`src/u8u16_pkg.sv`:
```
// Shared types, constants and helpers of the UTF-8 to UTF-16 transcoder.
`timescale 1ns / 1ps
package u8u16_pkg;

	localparam int unsigned QUEUE_DEPTH = 4;
	localparam int unsigned QPTR_W      = $clog2(QUEUE_DEPTH);
	localparam int unsigned QCNT_W      = $clog2(QUEUE_DEPTH + 1);

	localparam logic [15:0] REPLACEMENT = 16'hFFFD;
	localparam logic [20:0] SUPP_BASE   = 21'h010000;
	localparam logic [15:0] HI_SURR     = 16'hD800;
	localparam logic [15:0] LO_SURR     = 16'hDC00;

	localparam logic [2:0] LEN_BAD   = 3'd0;
	localparam logic [2:0] LEN_ASCII = 3'd1;
	localparam logic [2:0] LEN_TWO   = 3'd2;
	localparam logic [2:0] LEN_THREE = 3'd3;
	localparam logic [2:0] LEN_FOUR  = 3'd4;

	typedef enum logic [1:0] {
		TAIL_NONE,
		TAIL_UNIT,
		TAIL_PAIR
	} tail_t;

	typedef struct packed {
		logic [1:0]  fffd_cnt;
		tail_t       tail;
		logic [20:0] value;
	} cmd_t;

	function automatic logic [2:0] seq_len(input logic [7:0] b);
		logic [2:0] len;
		if (b[7] == 1'b0)
			len = LEN_ASCII;
		else if (b[7:5] == 3'b110)
			len = LEN_TWO;
		else if (b[7:4] == 4'b1110)
			len = LEN_THREE;
		else if (b[7:3] == 5'b11110)
			len = LEN_FOUR;
		else
			len = LEN_BAD;
		return len;
	endfunction

endpackage

```
`src/u8u16_byte_if.sv`:
```
// Byte channel: one UTF-8 byte with its end-of-text flag.
`timescale 1ns / 1ps
interface u8u16_byte_if;
	logic       valid;
	logic       ready;
	logic [7:0] text_byte;
	logic       end_of_text;

	modport source (output valid, output text_byte, output end_of_text, input ready);
	modport sink (input valid, input text_byte, input end_of_text, output ready);
endinterface

```
`src/u8u16_unit_if.sv`:
```
// Unit channel: one UTF-16 code unit with its run-last flag.
`timescale 1ns / 1ps
interface u8u16_unit_if;
	logic        valid;
	logic        ready;
	logic [15:0] code_unit;
	logic        run_last;

	modport source (output valid, output code_unit, output run_last, input ready);
	modport sink (input valid, input code_unit, input run_last, output ready);
endinterface

```
`src/utf8_to_utf16_transcoder.sv`:
```
// Top level of the UTF-8 to UTF-16 transcoder.
// Takes one UTF-8 byte per request on text and gives UTF-16 code units on units, with
// run_last set on the last unit that a byte causes; malformed, broken or cut-off sequences
// give U+FFFD units, and code points above U+FFFF give a surrogate pair. A byte is taken
// every cycle while the four-entry command queue has room; the back end gives a command's
// code units one at a time, so a surrogate pair or a burst of replacement units keeps its
// command at the queue head until its last unit goes, throttling input only when the queue fills.
`timescale 1ns / 1ps
module utf8_to_utf16_transcoder (
	input  logic         clk,
	input  logic         arst_n,
	u8u16_byte_if.sink   text,
	u8u16_unit_if.source units
);
	import u8u16_pkg::*;

	logic push;
	cmd_t push_cmd;
	logic full;
	logic pop;
	logic head_valid;
	cmd_t head_cmd;

	u8u16_front u_front (
		.clk      (clk),
		.arst_n   (arst_n),
		.text     (text),
		.full     (full),
		.push     (push),
		.push_cmd (push_cmd)
	);

	u8u16_queue u_queue (
		.clk        (clk),
		.arst_n     (arst_n),
		.push       (push),
		.push_cmd   (push_cmd),
		.full       (full),
		.pop        (pop),
		.head_valid (head_valid),
		.head_cmd   (head_cmd)
	);

	u8u16_back u_back (
		.clk        (clk),
		.arst_n     (arst_n),
		.head_valid (head_valid),
		.head_cmd   (head_cmd),
		.pop        (pop),
		.units      (units)
	);

endmodule

```
`src/u8u16_front.sv`:
```
// Front end: decodes each byte against the open sequence and issues unit commands.
`timescale 1ns / 1ps
module u8u16_front (
	input  logic           clk,
	input  logic           arst_n,
	u8u16_byte_if.sink     text,
	input  logic           full,
	output logic           push,
	output u8u16_pkg::cmd_t push_cmd
);
	import u8u16_pkg::*;

	logic [2:0]  exp_q;
	logic [1:0]  held_q;
	logic [20:0] partial_q;

	logic [2:0]  exp_d;
	logic [1:0]  held_d;
	logic [20:0] partial_d;

	logic [7:0]  b;
	logic        eot;
	logic        accept;
	logic        is_cont;
	logic [2:0]  lead_len;
	tail_t       lead_tail;
	logic [20:0] lead_value;
	logic        lead_opens;
	logic [20:0] lead_partial;
	logic [1:0]  held_new;
	logic [20:0] partial_new;
	logic        complete;
	cmd_t        cmd;

	assign b          = text.text_byte;
	assign eot        = text.end_of_text;
	assign text.ready = !full;
	assign accept     = text.valid && !full;
	assign is_cont    = (b[7:6] == 2'b10);
	assign lead_len   = seq_len(b);

	always_comb begin
		lead_tail    = TAIL_NONE;
		lead_value   = {5'd0, REPLACEMENT};
		lead_opens   = 1'b0;
		lead_partial = '0;
		unique case (lead_len)
			LEN_BAD: begin
				lead_tail = TAIL_UNIT;
			end
			LEN_ASCII: begin
				lead_tail  = TAIL_UNIT;
				lead_value = {13'd0, b};
			end
			LEN_TWO, LEN_THREE, LEN_FOUR: begin
				if (eot) begin
					lead_tail = TAIL_UNIT;
				end else begin
					lead_opens = 1'b1;
				end
				if (lead_len == LEN_TWO)
					lead_partial = {16'd0, b[4:0]};
				else if (lead_len == LEN_THREE)
					lead_partial = {17'd0, b[3:0]};
				else
					lead_partial = {18'd0, b[2:0]};
			end
			default: begin
				lead_tail = TAIL_UNIT;
			end
		endcase
	end

	assign held_new    = held_q + 2'd1;
	assign partial_new = {partial_q[14:0], b[5:0]};
	assign complete    = (({1'b0, held_new} + 3'd1) >= exp_q);

	always_comb begin
		cmd       = '{fffd_cnt: 2'd0, tail: TAIL_NONE, value: '0};
		exp_d     = exp_q;
		held_d    = held_q;
		partial_d = partial_q;
		if (exp_q != 3'd0 && is_cont) begin
			exp_d     = '0;
			held_d    = '0;
			partial_d = '0;
			if (complete) begin
				cmd.value = partial_new;
				cmd.tail  = (partial_new[20:16] == 5'd0) ? TAIL_UNIT : TAIL_PAIR;
			end else if (eot) begin
				cmd.fffd_cnt = held_new + 2'd1;
			end else begin
				exp_d     = exp_q;
				held_d    = held_new;
				partial_d = partial_new;
			end
		end else begin
			if (exp_q != 3'd0)
				cmd.fffd_cnt = held_q + 2'd1;
			cmd.tail  = lead_tail;
			cmd.value = lead_value;
			if (lead_opens) begin
				exp_d     = lead_len;
				held_d    = '0;
				partial_d = lead_partial;
			end else begin
				exp_d     = '0;
				held_d    = '0;
				partial_d = '0;
			end
		end
	end

	assign push     = accept && (cmd.fffd_cnt != 2'd0 || cmd.tail != TAIL_NONE);
	assign push_cmd = cmd;

	always_ff @(posedge clk or negedge arst_n) begin
		if (!arst_n) begin
			exp_q     <= '0;
			held_q    <= '0;
			partial_q <= '0;
		end else if (accept) begin
			exp_q     <= exp_d;
			held_q    <= held_d;
			partial_q <= partial_d;
		end
	end

endmodule

```
`src/u8u16_queue.sv`:
```
// Command queue between the decode front end and the unit back end.
`timescale 1ns / 1ps
module u8u16_queue (
	input  logic            clk,
	input  logic            arst_n,
	input  logic            push,
	input  u8u16_pkg::cmd_t push_cmd,
	output logic            full,
	input  logic            pop,
	output logic            head_valid,
	output u8u16_pkg::cmd_t head_cmd
);
	import u8u16_pkg::*;

	cmd_t              entry_q [QUEUE_DEPTH];
	logic [QPTR_W-1:0] wr_ptr_q;
	logic [QPTR_W-1:0] rd_ptr_q;
	logic [QCNT_W-1:0] count_q;
	logic              do_pop;

	assign full       = (count_q == QCNT_W'(QUEUE_DEPTH));
	assign head_valid = (count_q != '0);
	assign head_cmd   = entry_q[rd_ptr_q];
	assign do_pop     = pop && head_valid;

	always_ff @(posedge clk) begin
		if (push)
			entry_q[wr_ptr_q] <= push_cmd;
	end

	always_ff @(posedge clk or negedge arst_n) begin
		if (!arst_n) begin
			wr_ptr_q <= '0;
			rd_ptr_q <= '0;
			count_q  <= '0;
		end else begin
			if (push)
				wr_ptr_q <= wr_ptr_q + QPTR_W'(1);
			if (do_pop)
				rd_ptr_q <= rd_ptr_q + QPTR_W'(1);
			if (push && !do_pop)
				count_q <= count_q + QCNT_W'(1);
			else if (do_pop && !push)
				count_q <= count_q - QCNT_W'(1);
		end
	end

endmodule

```
`src/u8u16_back.sv`:
```
// Back end: puts each command's code units in an output register, one per unstalled cycle.
`timescale 1ns / 1ps
module u8u16_back (
	input  logic            clk,
	input  logic            arst_n,
	input  logic            head_valid,
	input  u8u16_pkg::cmd_t head_cmd,
	output logic            pop,
	u8u16_unit_if.source    units
);
	import u8u16_pkg::*;

	logic [2:0]  idx_q;
	logic        out_valid_q;
	logic [15:0] out_unit_q;
	logic        out_last_q;

	logic [2:0]  tail_cnt;
	logic [2:0]  total;
	logic [2:0]  tail_idx;
	logic [20:0] offset;
	logic [15:0] hi_unit;
	logic [15:0] lo_unit;
	logic [15:0] unit;
	logic        last;
	logic        load;

	always_comb begin
		case (head_cmd.tail)
			TAIL_UNIT: tail_cnt = 3'd1;
			TAIL_PAIR: tail_cnt = 3'd2;
			default:   tail_cnt = 3'd0;
		endcase
	end

	assign total    = {1'b0, head_cmd.fffd_cnt} + tail_cnt;
	assign tail_idx = idx_q - {1'b0, head_cmd.fffd_cnt};
	assign offset   = head_cmd.value - SUPP_BASE;
	assign hi_unit  = HI_SURR + {5'd0, offset[20:10]};
	assign lo_unit  = LO_SURR | {6'd0, offset[9:0]};
	assign last     = (idx_q == total - 3'd1);

	always_comb begin
		if (idx_q < {1'b0, head_cmd.fffd_cnt})
			unit = REPLACEMENT;
		else if (head_cmd.tail == TAIL_PAIR)
			unit = (tail_idx == 3'd0) ? hi_unit : lo_unit;
		else
			unit = head_cmd.value[15:0];
	end

	assign load = head_valid && (!out_valid_q || units.ready);
	assign pop  = load && last;

	always_ff @(posedge clk or negedge arst_n) begin
		if (!arst_n) begin
			idx_q       <= '0;
			out_valid_q <= 1'b0;
		end else begin
			if (load) begin
				out_valid_q <= 1'b1;
				idx_q       <= last ? 3'd0 : idx_q + 3'd1;
			end else if (units.ready) begin
				out_valid_q <= 1'b0;
			end
		end
	end

	always_ff @(posedge clk) begin
		if (load) begin
			out_unit_q <= unit;
			out_last_q <= last;
		end
	end

	assign units.valid     = out_valid_q;
	assign units.code_unit = out_unit_q;
	assign units.run_last  = out_last_q;

endmodule
```
`src/flat_wrapper.sv`:
```
// flat-port wrapper written by rule: the top's interface ports become plain ports
module utf8_to_utf16_transcoder_flat import u8u16_pkg::*;
  (clk, arst_n, text_valid, text_text_byte, text_end_of_text, text_ready, units_valid, units_code_unit, units_run_last, units_ready);
  u8u16_byte_if text_i ();
  u8u16_unit_if units_i ();
  input  logic clk;
  input  logic arst_n;
  input wire logic [$bits(text_i.valid)-1:0] text_valid;
  input wire logic [$bits(text_i.text_byte)-1:0] text_text_byte;
  input wire logic [$bits(text_i.end_of_text)-1:0] text_end_of_text;
  output wire logic [$bits(text_i.ready)-1:0] text_ready;
  output wire logic [$bits(units_i.valid)-1:0] units_valid;
  output wire logic [$bits(units_i.code_unit)-1:0] units_code_unit;
  output wire logic [$bits(units_i.run_last)-1:0] units_run_last;
  input wire logic [$bits(units_i.ready)-1:0] units_ready;
  assign text_i.valid = text_valid;
  assign text_i.text_byte = text_text_byte;
  assign text_i.end_of_text = text_end_of_text;
  assign text_ready = text_i.ready;
  assign units_valid = units_i.valid;
  assign units_code_unit = units_i.code_unit;
  assign units_run_last = units_i.run_last;
  assign units_i.ready = units_ready;
  utf8_to_utf16_transcoder u_core (.clk(clk), .arst_n(arst_n), .text(text_i), .units(units_i));
endmodule
```
`config.mk`:
```
export PLATFORM = sky130hd
export DESIGN_NAME = utf8_to_utf16_transcoder_flat
export DESIGN_NICKNAME = d
export VERILOG_FILES = /design/src/u8u16_pkg.sv /design/src/u8u16_byte_if.sv /design/src/u8u16_unit_if.sv /design/src/utf8_to_utf16_transcoder.sv /design/src/u8u16_front.sv /design/src/u8u16_queue.sv /design/src/u8u16_back.sv /design/src/flat_wrapper.sv
export SDC_FILE = /design/constraint.sdc
export NUM_CORES = 1
export LEC_CHECK = 0
export BUFFER_PORTS_ARGS = -buffer_cell sky130_fd_sc_hd__buf_2
export CAP_MARGIN = 20
export CORE_MARGIN = 2
export CORE_UTILIZATION = 61
export DETAILED_ROUTE_END_ITERATION = 12
export PLACE_DENSITY = 0.79
export SYNTH_ARGS = -nofsm -noshare
export SYNTH_HDL_FRONTEND = slang
export SYNTH_SLANG_ARGS = --single-unit
```
`constraint.sdc`:
```
create_clock -name clk -period 5.7 [get_ports clk]
set_input_delay 0.57 -clock clk [delete_from_list [all_inputs] [get_ports clk]]
set_output_delay 0.57 -clock clk [all_outputs]
set_load 0.01 [all_outputs]
```
==> impl_metrics.xml, run 1 <==
<?xml version="1.0" encoding="UTF-8"?>
<metrics>
  <group name="sta">
    <metric name="final_hold_violations" unit="">0</metric>
    <metric name="setup_skew" unit="ns">0.0148</metric>
    <metric name="totalNegativeSetupSlack" unit="ns">0</metric>
    <metric name="post-route-min-period" unit="ns">4.27</metric>
    <metric name="final-setup-viol-count" unit="">0</metric>
    <metric name="fin_crit_sh" unit="%">75.0</metric>
    <metric name="achievable-frequency" unit="GHz">0.234</metric>
    <metric name="grt_setup_unrepaired" unit="">no</metric>
    <metric name="slew_worst_pin" unit="ns">1.01</metric>
    <metric name="max-slew-margin-rel" unit="%">32.2</metric>
    <metric name="final-max-slew-violation-count" unit="">0</metric>
    <metric name="hold_ws" unit="ns">0.107</metric>
  </group>
  <group name="place">
    <metric name="number_of_i_o_port_buffers" unit="">31</metric>
    <metric name="detailedPlacementHpwl" unit="µm">7740</metric>
    <metric name="gp_routability_congestion" unit="">0.828</metric>
  </group>
  <group name="finish">
    <metric name="finalCoreUtilization" unit="%">70.7</metric>
    <metric name="most_common_library_cell_in_the_layout_ignoring_fill_and_taps" unit="">sky130_fd_sc_hd__edfxtp_1</metric>
    <metric name="post_route_cells_drive_above_1_share" unit="%">23.0</metric>
    <metric name="filler_cell_count" unit="">632</metric>
    <metric name="diodes" unit="">0</metric>
    <metric name="num-nets-final" unit="">470</metric>
    <metric name="most-common-layout-cells" unit="">sky130_fd_sc_hd__edfxtp_1, sky130_fd_sc_hd__nand2_1, sky130_fd_sc_hd__buf_2, sky130_fd_sc_hd__dfrtp_1, sky130_fd_sc_hd__mux4_2</metric>
    <metric name="synthToLayoutAreaGrowth" unit="%">14.1</metric>
  </group>
  <group name="power_and_ir_drop">
    <metric name="internal_power" unit="mW">2.62</metric>
    <metric name="combPwrFrac" unit="%">30.9</metric>
    <metric name="clock_network_power_share" unit="%">28.1</metric>
    <metric name="irDropWorstVdd" unit="µV">296</metric>
    <metric name="seq_power_share" unit="%">41.0</metric>
    <metric name="power.total" unit="mW">3.84</metric>
    <metric name="p_leak" unit="nW">2.82</metric>
    <metric name="netSwitchingPower" unit="mW">1.22</metric>
    <metric name="areal_power_density_over_the_cells" unit="mW/mm²">531</metric>
    <metric name="switching_part_of_the_total" unit="%">31.8</metric>
  </group>
  <group name="yosys">
    <metric name="postSynthNetCount" unit="">428</metric>
    <metric name="postSynthRegisterBits" unit="">148</metric>
    <metric name="synth.area.mux_share" unit="%">10.7</metric>
    <metric name="number_of_synthesized_flops_with_an_enable_pin" unit="">117</metric>
    <metric name="synth-compound-area-share" unit="%">6.19</metric>
    <metric name="async_reset_ff_share" unit="%">20.9</metric>
    <metric name="synthesis.instances" unit="">397</metric>
    <metric name="synth.yosys.seq_area_share" unit="%">67.6</metric>
    <metric name="share_of_the_synthesized_netlist_area_taken_by_xor_and_xnor_gates" unit="%">2.21</metric>
    <metric name="combinational_family_with_the_most_area_after_synthesis" unit="">multiplexers</metric>
    <metric name="synth-warning-count" unit="">0</metric>
    <metric name="synth_adder_area_share" unit="%">3.79</metric>
    <metric name="synth_cell_types" unit="">43</metric>
    <metric name="postSynth.topFlopCell" unit="">sky130_fd_sc_hd__edfxtp_1</metric>
    <metric name="syn-cell-area" unit="mm²">0.00634</metric>
    <metric name="synth.avg_cell_area" unit="µm²">16.0</metric>
    <metric name="yosys.area_share.simple" unit="%">6.90</metric>
  </group>
  <group name="clock_network">
    <metric name="cts.htree.levels" unit="">4</metric>
    <metric name="postCtsHoldBufs" unit="">0</metric>
    <metric name="worstSkewPairLatency" unit="ns">0.51</metric>
    <metric name="clk_path_buf_depth" unit="">2</metric>
    <metric name="clock_tree.root_cell" unit="">sky130_fd_sc_hd__clkbuf_8</metric>
    <metric name="number_of_buffers_created_by_cts" unit="">17</metric>
    <metric name="cts_tree" unit="">built</metric>
    <metric name="clock_sinks" unit="">148</metric>
    <metric name="post_cts.resized_instances" unit="">0</metric>
    <metric name="cts_setup_buffers" unit="">0</metric>
    <metric name="clkSlewWorstSetupHoldPaths" unit="ns">0.07</metric>
  </group>
  <group name="job">
    <metric name="max_cap_violations" unit="">0</metric>
  </group>
  <group name="worst_hold_path">
    <metric name="timing.hold.worst.class" unit="">primary input to asynchronous set/reset pin</metric>
  </group>
  <group name="routing">
    <metric name="wl" unit="µm">12000</metric>
    <metric name="firstDrtPassIters" unit="">4</metric>
    <metric name="routed_via_density" unit="">5.93</metric>
    <metric name="drt_iter0_markers" unit="">273</metric>
    <metric name="routed-via-count" unit="">3487</metric>
    <metric name="drc" unit="">0</metric>
    <metric name="avgRoutedWirePerCell" unit="µm">20.5</metric>
    <metric name="drtAntennaViolNets" unit="">0</metric>
  </group>
  <group name="global_routing">
    <metric name="global_route_usage_sum" unit="%">23.6</metric>
    <metric name="wire_length_of_the_first_global_routing_pass" unit="µm">19500</metric>
    <metric name="overflow" unit="">0</metric>
    <metric name="grt_max_degree" unit="">32</metric>
    <metric name="first_global_vias" unit="">3578</metric>
    <metric name="antenna_violations_before_repair" unit="">0</metric>
  </group>
  <group name="setup_path">
    <metric name="cp_data_required_time" unit="ns">6.10</metric>
    <metric name="cp_slowest_cell" unit="">sky130_fd_sc_hd__dfrtp_1</metric>
    <metric name="crit_path_largest_cell_delay" unit="ns">0.76</metric>
    <metric name="cp-end-kind" unit="">flip-flop</metric>
    <metric name="timing.critical_path.arrival" unit="ns">4.67</metric>
    <metric name="criticalPathCategory" unit="">flip-flop to flip-flop</metric>
    <metric name="worst_path_most_repeated_cell" unit="">sky130_fd_sc_hd__ha_1</metric>
    <metric name="crit_chain" unit="">buf_4 &gt; mux4_2 &gt; nand2b_4 &gt; ha_1 &gt; inv_1 &gt; ha_1 &gt; xor2_1 &gt; nor3_1 &gt; nand2_1 &gt; ha_1 &gt; inv_1 &gt; fa_1 &gt; mux2_2</metric>
    <metric name="cpLargestDelayFamily" unit="">adder cells</metric>
    <metric name="setup.worst_path.start_class" unit="">flip-flop</metric>
    <metric name="worstPathMaxFanout" unit="">14</metric>
    <metric name="cp_num_buf_inv" unit="">3</metric>
  </group>
  <group name="run_status">
    <metric name="outcome" unit="">finished clean</metric>
  </group>
  <group name="floorplan">
    <metric name="die_h" unit="µm">106</metric>
    <metric name="io_pins" unit="">32</metric>
    <metric name="die_w" unit="µm">106</metric>
    <metric name="floorplan.core_area" unit="mm²">0.0102</metric>
    <metric name="die_area" unit="mm²">0.0112</metric>
    <metric name="std_cell_rows" unit="">37</metric>
    <metric name="initial_utilization" unit="%">62.0</metric>
  </group>
</metrics>
-- final timing paths --
kind	from	end	slack, ns	cells after the start
worst max-delay path	u_core.u_queue.rd_ptr_q[1]$_DFFE_PN0P_	u_core.u_queue.count_q[1]$_DFFE_PN0P_	1.43	13
worst min-delay path	arst_n	u_core.u_queue.wr_ptr_q[0]$_DFFE_PN0P_	0.11	1
worst max register to register	u_core.u_queue.rd_ptr_q[1]$_DFFE_PN0P_	u_core.u_queue.count_q[1]$_DFFE_PN0P_	1.43	13
worst min register to register	u_core.u_queue.count_q[2]$_DFFE_PN0P_	u_core.u_queue.count_q[2]$_DFFE_PN0P_	0.51	1
max in group asynchronous	arst_n	u_core.u_front.partial_q[7]$_DFFE_PN0P_	5.13	1
min in group clk	text_text_byte[3]	u_core.u_front.exp_q[2]$_DFFE_PN0P_	0.31	2
-- routing by layer --
metal / global-route usage [%] / wire length (µm)
met1: 32.3 / 5070
met2: 38.2 / 6130
met3: 5.21 / 659
met5: 0 / 0
met4: 8.46 / 186
-- metrics by stage --
stage | setup WS (ns) | instances | instance area [µm²]
detailed placement | 1.50 | 556 | 6660
CTS | 1.44 | 588 | 7240
global placement | 1.48 | 555 | 6640
finish | 1.43 | 588 | 7240
global route | 1.05 | 588 | 7240
floorplan | 1.62 | 397 | 6340
-- sequential cells by signal (all words and copies together) (netlist names) --
name	flops
u_core.u_back.units.run_last	1
u_core.u_back.units.valid	1
u_core.u_front.partial_q	15
u_core.u_front.exp_q	3
u_core.u_back.units.code_unit	16
u_core.u_queue.rd_ptr_q	2
u_core.u_front.held_q	2
u_core.u_queue.count_q	3
u_core.u_queue.entry_q	100
u_core.u_queue.wr_ptr_q	2
u_core.u_back.idx_q	3
-- cell families (layout without fill, tap and decap cells) --
kind of cell             Yosys count  after routing
AO/OA/AOI/OAI                     50             50
XOR/XNOR                          16             16
adder cells (fa/ha/maj)           18             18
buffers and inverters             37             92
flip-flops                       148            148
multiplexers                      36             36
AND/OR/NAND/NOR                   92             92
-- power groups by stage --
stage          Combinational [mW]  Clock (mW)  Sequential [mW]
6_report                     1.19        1.08             1.57
2_1_floorplan               0.868           0             1.59
5_1_grt                      1.32        1.13             1.60
3_3_place_gp                 1.15           0             1.58
4_1_cts                      1.21        1.09             1.58
3_5_place_dp                 1.19           0             1.59
-- worst reg2reg max path, delay by kind of cell, from the launching register on --
| kind | cells | cell delay [ns] |
|---|---|---|
| and+or+nand+nor | 3 | 0.93 |
| adders and majority gates | 4 | 1.24 |
| DFF | 1 | 0.76 |
| buffers and inverters | 3 | 0.48 |
| muxes | 2 | 0.61 |
| xor gates and xnor gates | 1 | 0.14 |
-- Yosys cell counts, types with 3 or more instances --
master	number	area [µm²]
sky130_fd_sc_hd__and3_1	5	31.3
sky130_fd_sc_hd__mux2_2	4	45.0
sky130_fd_sc_hd__nand2_1	32	120
sky130_fd_sc_hd__edfxtp_1	117	3510
sky130_fd_sc_hd__xor2_1	8	70.1
sky130_fd_sc_hd__nor2_1	23	86.3
sky130_fd_sc_hd__nand3_1	5	25.0
sky130_fd_sc_hd__mux2i_1	7	70.1
sky130_fd_sc_hd__dfrtp_1	31	776
sky130_fd_sc_hd__nand2b_1	6	37.5
sky130_fd_sc_hd__xnor2_1	8	70.1
sky130_fd_sc_hd__inv_1	21	78.8
sky130_fd_sc_hd__o211ai_1	4	30.0
sky130_fd_sc_hd__ha_1	16	200
sky130_fd_sc_hd__nor3_1	4	20.0
sky130_fd_sc_hd__a21o_1	10	75.1
sky130_fd_sc_hd__buf_6	3	33.8
sky130_fd_sc_hd__nor2b_1	3	18.8
sky130_fd_sc_hd__o21ai_0	3	15.0
sky130_fd_sc_hd__buf_1	4	15.0
sky130_fd_sc_hd__clkbuf_1	8	30.0
sky130_fd_sc_hd__a21oi_1	7	35.0
sky130_fd_sc_hd__mux4_2	24	541
sky130_fd_sc_hd__and2_1	7	43.8
sky130_fd_sc_hd__a22o_1	14	123
-- area by class of cell --
type / instances / area, µm² / share of cell area [%]
Clock buffer: 19 / 443 / 6.12
Clock inverter: 13 / 138 / 1.90
Inverter: 21 / 78.8 / 1.09
Multi-Input combinational cell: 212 / 1900 / 26.2
Sequential cell: 148 / 4290 / 59.3
Tap cell: 136 / 170 / 2.35
Timing Repair Buffer: 39 / 223 / 3.08
(Power assumes the default switching activity.)
==> run 2, diff against run 1 <==
--- a/config.mk
+++ b/config.mk
@@ -8,9 +8,9 @@
 export BUFFER_PORTS_ARGS = -buffer_cell sky130_fd_sc_hd__buf_2
 export CAP_MARGIN = 20
 export CORE_MARGIN = 2
-export CORE_UTILIZATION = 61
+export CORE_UTILIZATION = 55
 export DETAILED_ROUTE_END_ITERATION = 12
-export PLACE_DENSITY = 0.79
+export PLACE_DENSITY = 0.76
 export SYNTH_ARGS = -nofsm -noshare
 export SYNTH_HDL_FRONTEND = slang
 export SYNTH_SLANG_ARGS = --single-unit
==> constraint.sdc (replaced) <==
create_clock -name clk -period 3.5 [get_ports clk]
set_input_delay 0.35 -clock clk [delete_from_list [all_inputs] [get_ports clk]]
set_output_delay 0.35 -clock clk [all_outputs]
set_load 0.01 [all_outputs]
==> impl_metrics.xml, run 2 (synthesized netlist as in run 1, its figures left out) <==
<?xml version="1.0" encoding="UTF-8"?>
<metrics>
  <group name="global_routing">
    <metric name="overflow" unit="">0</metric>
    <metric name="wire_length_of_the_first_global_routing_pass" unit="µm">19300</metric>
    <metric name="antenna_violations_before_repair" unit="">0</metric>
    <metric name="grt_max_degree" unit="">32</metric>
    <metric name="global_route_usage_sum" unit="%">20.6</metric>
    <metric name="first_global_vias" unit="">3628</metric>
  </group>
  <group name="sta">
    <metric name="totalNegativeSetupSlack" unit="ns">0</metric>
    <metric name="final_critical_path_setup_slack" unit="ns">0.175</metric>
    <metric name="achievable-frequency" unit="GHz">0.301</metric>
    <metric name="final-max-slew-violation-count" unit="">0</metric>
    <metric name="fin_crit_sh" unit="%">95.0</metric>
    <metric name="max-slew-margin-rel" unit="%">47.5</metric>
    <metric name="grt_setup_unrepaired" unit="">no</metric>
    <metric name="post-route-min-period" unit="ns">3.33</metric>
    <metric name="setup_skew" unit="ns">0.0101</metric>
    <metric name="final-setup-viol-count" unit="">0</metric>
    <metric name="final_hold_violations" unit="">0</metric>
    <metric name="slew_worst_pin" unit="ns">0.787</metric>
    <metric name="hold_ws" unit="ns">0.00834</metric>
  </group>
  <group name="clock_network">
    <metric name="clock_tree.root_cell" unit="">sky130_fd_sc_hd__clkbuf_16</metric>
    <metric name="worstSkewPairLatency" unit="ns">0.41</metric>
    <metric name="cts_tree" unit="">built</metric>
    <metric name="cts.htree.levels" unit="">4</metric>
    <metric name="clkSlewWorstSetupHoldPaths" unit="ns">0.06</metric>
    <metric name="clock_sinks" unit="">148</metric>
    <metric name="clk_path_buf_depth" unit="">2</metric>
    <metric name="postCtsHoldBufs" unit="">0</metric>
    <metric name="number_of_buffers_created_by_cts" unit="">17</metric>
    <metric name="cts_setup_buffers" unit="">0</metric>
  </group>
  <group name="finish">
    <metric name="diodes" unit="">0</metric>
    <metric name="synthToLayoutAreaGrowth" unit="%">15.2</metric>
    <metric name="post_route_cells_drive_above_1_share" unit="%">24.5</metric>
    <metric name="num-nets-final" unit="">477</metric>
    <metric name="most_common_library_cell_in_the_layout_ignoring_fill_and_taps" unit="">sky130_fd_sc_hd__edfxtp_1</metric>
    <metric name="largest_reg_flops" unit="">100</metric>
    <metric name="largest_register" unit="">u_core.u_queue.entry_q</metric>
    <metric name="most-common-layout-cells" unit="">sky130_fd_sc_hd__edfxtp_1, sky130_fd_sc_hd__nand2_1, sky130_fd_sc_hd__buf_2</metric>
  </group>
  <group name="job">
    <metric name="max_cap_violations" unit="">0</metric>
  </group>
  <group name="setup_path">
    <metric name="criticalPathCategory" unit="">flip-flop to flip-flop</metric>
    <metric name="cp-end-kind" unit="">flip-flop</metric>
    <metric name="timing.rr.start" unit="">u_core.u_queue.rd_ptr_q[0]$_DFFE_PN0P_</metric>
    <metric name="r2r_end" unit="">u_core.u_queue.count_q[1]$_DFFE_PN0P_</metric>
    <metric name="worst_r2r_path_depth" unit="">13</metric>
    <metric name="timing.critical_path.arrival" unit="ns">3.62</metric>
    <metric name="r2r_setup_slack" unit="ns">0.17</metric>
    <metric name="worstPathMaxFanout" unit="">5</metric>
    <metric name="setup.worst_path.start_class" unit="">flip-flop</metric>
    <metric name="cp_data_required_time" unit="ns">3.79</metric>
  </group>
  <group name="routing">
    <metric name="routed_via_density" unit="">5.76</metric>
    <metric name="drt_iter0_markers" unit="">324</metric>
    <metric name="wl" unit="µm">11800</metric>
    <metric name="drc" unit="">0</metric>
    <metric name="drtAntennaViolNets" unit="">0</metric>
    <metric name="firstDrtPassIters" unit="">4</metric>
    <metric name="routed-via-count" unit="">3454</metric>
    <metric name="avgRoutedWirePerCell" unit="µm">19.7</metric>
  </group>
  <group name="floorplan">
    <metric name="io_pins" unit="">32</metric>
    <metric name="floorplan.core_area" unit="mm²">0.0113</metric>
    <metric name="die_h" unit="µm">111</metric>
    <metric name="die_area" unit="mm²">0.0124</metric>
    <metric name="die_w" unit="µm">111</metric>
    <metric name="initial_utilization" unit="%">56.0</metric>
    <metric name="std_cell_rows" unit="">39</metric>
  </group>
  <group name="power_and_ir_drop">
    <metric name="p_leak" unit="nW">2.85</metric>
    <metric name="areal_power_density_over_the_cells" unit="mW/mm²">865</metric>
    <metric name="irDropWorstVdd" unit="µV">384</metric>
  </group>
  <group name="run_status">
    <metric name="outcome" unit="">finished clean</metric>
  </group>
  <group name="worst_hold_path">
    <metric name="timing.hold.worst.class" unit="">primary input to asynchronous set/reset pin</metric>
  </group>
  <group name="place">
    <metric name="dp_slack" unit="ns">0.0934</metric>
    <metric name="number_of_i_o_port_buffers" unit="">31</metric>
    <metric name="gp_routability_congestion" unit="">0.889</metric>
    <metric name="detailedPlacementHpwl" unit="µm">7470</metric>
  </group>
</metrics>
## run 2: layer usage
layer	global-route usage [%]	part of all wire (%)	vias to the layer above
li1	-	-	1592
met1	26.9	43	1744
met2	34.3	51	112
met3	5.28	5.8	6
met4	6.83	0.75	0
met5	0	0	-
## run 2: cell type report
cell class | instances | area, µm²
Inverter | 21 | 78.8
Sequential cell | 148 | 4290
Tap cell | 143 | 179
Fill cell | 791 | 4010
Clock buffer | 18 | 429
Timing Repair Buffer | 46 | 293
Clock inverter | 12 | 131
Multi-Input combinational cell | 212 | 1900
## run 2: report_power, final
group	leakage, nW	internal (mW)	switching [mW]
combinational	1.10	0.923	1.13
clock	0.266	1.04	0.669
sequential	1.48	2.39	0.160
total	2.85	4.35	1.96
## run 2: worst max-delay path, stage by stage, from the launching register on
cell                       delay, ns
sky130_fd_sc_hd__dfrtp_2        0.44
sky130_fd_sc_hd__mux4_2         0.52
sky130_fd_sc_hd__nand2b_4       0.17
sky130_fd_sc_hd__ha_1           0.28
sky130_fd_sc_hd__inv_1          0.04
sky130_fd_sc_hd__ha_1           0.21
sky130_fd_sc_hd__xnor2_1        0.20
sky130_fd_sc_hd__xnor2_1        0.11
sky130_fd_sc_hd__nor3_2         0.14
sky130_fd_sc_hd__nand2_1        0.13
sky130_fd_sc_hd__ha_2           0.22
sky130_fd_sc_hd__inv_1          0.07
sky130_fd_sc_hd__fa_1           0.41
sky130_fd_sc_hd__mux2_2         0.27
## run 2: what timing repair did
item | CTS | global route
endpoints found under the hold margin | 0 | 0
resized for setup | 0 | 2
setup endpoints to repair | 0 | 2
## run 2: worst max path at each step
stage | start | endpoint | slack [ns] | cells past startpoint
floorplan | u_core.u_queue.rd_ptr_q[1]$_DFFE_PN0P_ | u_core.u_queue.count_q[1]$_DFFE_PN0P_ | 0.02 | 15
global placement | u_core.u_queue.rd_ptr_q[0]$_DFFE_PN0P_ | u_core.u_queue.count_q[1]$_DFFE_PN0P_ | 0.20 | 12
detailed placement | u_core.u_queue.rd_ptr_q[0]$_DFFE_PN0P_ | u_core.u_queue.count_q[2]$_DFFE_PN0P_ | 0.09 | 15
CTS | u_core.u_queue.rd_ptr_q[0]$_DFFE_PN0P_ | u_core.u_queue.count_q[2]$_DFFE_PN0P_ | 0.08 | 15
global route | u_core.u_front.held_q[0]$_DFFE_PN0P_ | u_core.u_queue.count_q[2]$_DFFE_PN0P_ | 0.009 | 14
finish | u_core.u_queue.rd_ptr_q[0]$_DFFE_PN0P_ | u_core.u_queue.count_q[1]$_DFFE_PN0P_ | 0.17 | 13
## run 2: metrics by stage
| step | area (µm²) | utilization, % | instances | power, mW |
|---|---|---|---|---|
| 6_report | 7310 | 64.5 | 600 | 6.32 |
| 3_3_place_gp | 6740 | 59.6 | 570 | 4.58 |
| 3_5_place_dp | 6740 | 59.6 | 570 | 4.65 |
| 5_1_grt | 7310 | 64.5 | 600 | 6.68 |
| 4_1_cts | 7300 | 64.5 | 600 | 6.38 |
| 2_1_floorplan | 6360 | - | 397 | 4.03 |
==> run 3, diff against run 2 <==
--- a/config.mk
+++ b/config.mk
@@ -8,9 +8,9 @@
 export BUFFER_PORTS_ARGS = -buffer_cell sky130_fd_sc_hd__buf_2
 export CAP_MARGIN = 20
 export CORE_MARGIN = 2
-export CORE_UTILIZATION = 55
+export CORE_UTILIZATION = 61
 export DETAILED_ROUTE_END_ITERATION = 12
-export PLACE_DENSITY = 0.76
+export PLACE_DENSITY = 0.79
 export SYNTH_ARGS = -nofsm -noshare
 export SYNTH_HDL_FRONTEND = slang
 export SYNTH_SLANG_ARGS = --single-unit
==> constraint.sdc (replaced) <==
create_clock -name clk -period 3.8 [get_ports clk]
set_input_delay 0.38 -clock clk [delete_from_list [all_inputs] [get_ports clk]]
set_output_delay 0.38 -clock clk [all_outputs]
set_load 0.01 [all_outputs]
==> impl_metrics.xml, run 3 (synthesized netlist as in run 1, its figures left out) <==
<?xml version="1.0" encoding="UTF-8"?>
<metrics>
  <group name="global_routing">
    <metric name="grt_max_degree" unit="">32</metric>
    <metric name="first_global_vias" unit="">3585</metric>
    <metric name="wire_length_of_the_first_global_routing_pass" unit="µm">19800</metric>
    <metric name="antenna_violations_before_repair" unit="">0</metric>
    <metric name="overflow" unit="">0</metric>
    <metric name="global_route_usage_sum" unit="%">24.0</metric>
  </group>
  <group name="sta">
    <metric name="slew_worst_pin" unit="ns">0.836</metric>
    <metric name="post-route-min-period" unit="ns">3.51</metric>
    <metric name="achievable-frequency" unit="GHz">0.285</metric>
    <metric name="final_hold_violations" unit="">0</metric>
    <metric name="final-max-slew-violation-count" unit="">0</metric>
    <metric name="totalNegativeSetupSlack" unit="ns">0</metric>
    <metric name="fin_crit_sh" unit="%">92.3</metric>
    <metric name="grt_setup_unrepaired" unit="">no</metric>
    <metric name="final-setup-viol-count" unit="">0</metric>
    <metric name="max-slew-margin-rel" unit="%">44.2</metric>
    <metric name="setup_skew" unit="ns">0.00791</metric>
    <metric name="hold_ws" unit="ns">0.0988</metric>
  </group>
  <group name="finish">
    <metric name="post_route_cells_drive_above_1_share" unit="%">23.3</metric>
    <metric name="post_layout_nonfiller_instances" unit="">595</metric>
    <metric name="largest_reg_flops" unit="">100</metric>
    <metric name="most-common-layout-cells" unit="">sky130_fd_sc_hd__edfxtp_1, sky130_fd_sc_hd__nand2_1, sky130_fd_sc_hd__buf_2, sky130_fd_sc_hd__dfrtp_1, sky130_fd_sc_hd__mux4_2</metric>
    <metric name="multi_input_comb_area" unit="mm²">0.00190</metric>
    <metric name="filler_cell_count" unit="">644</metric>
    <metric name="finalInstanceArea" unit="mm²">0.00726</metric>
    <metric name="synthToLayoutAreaGrowth" unit="%">14.5</metric>
    <metric name="diodes" unit="">0</metric>
    <metric name="register_area" unit="mm²">0.00429</metric>
    <metric name="largest_register" unit="">u_core.u_queue.entry_q</metric>
    <metric name="most_common_library_cell_in_the_layout_ignoring_fill_and_taps" unit="">sky130_fd_sc_hd__edfxtp_1</metric>
    <metric name="num-nets-final" unit="">477</metric>
  </group>
  <group name="clock_network">
    <metric name="clkSlewWorstSetupHoldPaths" unit="ns">0.06</metric>
    <metric name="number_of_buffers_created_by_cts" unit="">17</metric>
    <metric name="worstSkewPairLatency" unit="ns">0.52</metric>
    <metric name="cts.htree.levels" unit="">4</metric>
    <metric name="post_cts.resized_instances" unit="">0</metric>
    <metric name="clock_sinks" unit="">148</metric>
    <metric name="clk_path_buf_depth" unit="">2</metric>
    <metric name="cts_setup_buffers" unit="">0</metric>
    <metric name="clock_tree.root_cell" unit="">sky130_fd_sc_hd__clkbuf_8</metric>
    <metric name="cts_tree" unit="">built</metric>
  </group>
  <group name="place">
    <metric name="gp_routability_congestion" unit="">0.819</metric>
    <metric name="numPlacedInstances" unit="">562</metric>
    <metric name="placed_cell_area" unit="mm²">0.00670</metric>
    <metric name="number_of_i_o_port_buffers" unit="">31</metric>
    <metric name="detailedPlacementHpwl" unit="µm">7520</metric>
  </group>
  <group name="power_and_ir_drop">
    <metric name="p_leak" unit="nW">2.84</metric>
    <metric name="irDropWorstVdd" unit="µV">356</metric>
    <metric name="areal_power_density_over_the_cells" unit="mW/mm²">796</metric>
    <metric name="power.total" unit="mW">5.78</metric>
  </group>
  <group name="setup_path">
    <metric name="setup.worst_path.start_class" unit="">flip-flop</metric>
    <metric name="r2r_setup_slack" unit="ns">0.29</metric>
    <metric name="timing.critical_path.arrival" unit="ns">3.91</metric>
    <metric name="worstPathMaxFanout" unit="">6</metric>
    <metric name="cp-end-kind" unit="">flip-flop</metric>
    <metric name="cp_data_required_time" unit="ns">4.20</metric>
    <metric name="criticalPathCategory" unit="">flip-flop to flip-flop</metric>
  </group>
  <group name="floorplan">
    <metric name="die_area" unit="mm²">0.0112</metric>
    <metric name="die_h" unit="µm">106</metric>
    <metric name="floorplan.core_area" unit="mm²">0.0102</metric>
    <metric name="std_cell_rows" unit="">37</metric>
    <metric name="die_w" unit="µm">106</metric>
    <metric name="io_pins" unit="">32</metric>
    <metric name="initial_utilization" unit="%">62.0</metric>
  </group>
  <group name="routing">
    <metric name="drt_iter0_markers" unit="">291</metric>
    <metric name="routed-via-count" unit="">3528</metric>
    <metric name="drtAntennaViolNets" unit="">0</metric>
    <metric name="drc" unit="">0</metric>
    <metric name="firstDrtPassIters" unit="">5</metric>
    <metric name="avgRoutedWirePerCell" unit="µm">20.4</metric>
    <metric name="routed_via_density" unit="">5.93</metric>
    <metric name="wl" unit="µm">12100</metric>
  </group>
  <group name="worst_hold_path">
    <metric name="timing.hold.worst.class" unit="">primary input to flip-flop</metric>
  </group>
  <group name="job">
    <metric name="max_cap_violations" unit="">0</metric>
  </group>
  <group name="run_status">
    <metric name="outcome" unit="">finished clean</metric>
  </group>
</metrics>
[run 3: cell count changes in the layout (fill, tap and decap cells not counted), moves of 2 or more]
| cell | delta |
|---|---|
| sky130_fd_sc_hd__dfrtp_1 | +2 |
| sky130_fd_sc_hd__buf_12 | -2 |
| sky130_fd_sc_hd__clkbuf_1 | +3 |
| sky130_fd_sc_hd__dfrtp_2 | -2 |
| sky130_fd_sc_hd__clkinv_4 | +2 |
[run 3: path summary, 6_finish.rpt]
kind / start / to / cells after the start
worst max-delay path: u_core.u_queue.rd_ptr_q[0]$_DFFE_PN0P_ / u_core.u_queue.count_q[1]$_DFFE_PN0P_ / 12
worst min register to register: u_core.u_queue.count_q[2]$_DFFE_PN0P_ / u_core.u_queue.count_q[2]$_DFFE_PN0P_ / 1
worst min-delay path: text_text_byte[3] / u_core.u_front.exp_q[2]$_DFFE_PN0P_ / 2
worst max register to register: u_core.u_queue.rd_ptr_q[0]$_DFFE_PN0P_ / u_core.u_queue.count_q[1]$_DFFE_PN0P_ / 12
min in group asynchronous: arst_n / u_core.u_queue.wr_ptr_q[0]$_DFFE_PN0P_ / 2
max in group asynchronous: arst_n / u_core.u_front.partial_q[8]$_DFFE_PN0P_ / 2
[run 3: per-stage QoR]
step / setup slack [ns] / util [%]
6_report: 0.294 / 71.0
5_1_grt: 0.0493 / 71.0
4_1_cts: 0.271 / 71.0
3_5_place_dp: 0.302 / 65.4
3_3_place_gp: 0.388 / 65.4
2_1_floorplan: 0.00229 / -
[run 3: where the power goes]
group | total [mW] | switching, mW | internal, mW
clock network | 1.58 | 0.639 | 0.939
logic | 1.85 | 1.03 | 0.823
registers | 2.35 | 0.152 | 2.20
total | 5.78 | 1.82 | 3.96
[run 3: layout make-up]
type / instances / share of cell area (%)
flip-flops and latches: 148 / 59.1
multi-input cells: 212 / 26.1
clock buffers: 21 / 5.91
repair buffers: 46 / 3.72
well taps: 136 / 2.34
clock inverters: 11 / 1.77
inverters: 21 / 1.09
[run 3: routing by layer]
layer / vias to the layer above / routed length [µm] / global-route usage [%]
met5: - / 0 / 0
met3: 15 / 803 / 6.93
met1: 1789 / 5090 / 33.2
met4: 0 / 245 / 8.74
li1: 1601 / - / -
met2: 123 / 5980 / 36.9
[run 3: repair_timing]
| item | CTS | global route |
|---|---|---|
| hold buffers | 1 | 0 |
| hold endpoints to repair | 31 | 0 |
| setup endpoints to repair | 0 | 0 |
[run 3: worst max-delay path, stage by stage, from the launching register on]
cell and delay (ns):
sky130_fd_sc_hd__dfrtp_1 0.52, sky130_fd_sc_hd__mux4_2 0.56, sky130_fd_sc_hd__nand2b_4 0.17, sky130_fd_sc_hd__ha_1 0.27, sky130_fd_sc_hd__inv_1 0.04, sky130_fd_sc_hd__ha_1 0.30
sky130_fd_sc_hd__xor2_1 0.14, sky130_fd_sc_hd__nor3_1 0.26, sky130_fd_sc_hd__nand2_1 0.14, sky130_fd_sc_hd__ha_1 0.25, sky130_fd_sc_hd__inv_1 0.07, sky130_fd_sc_hd__fa_1 0.40
sky130_fd_sc_hd__mux2_2 0.26
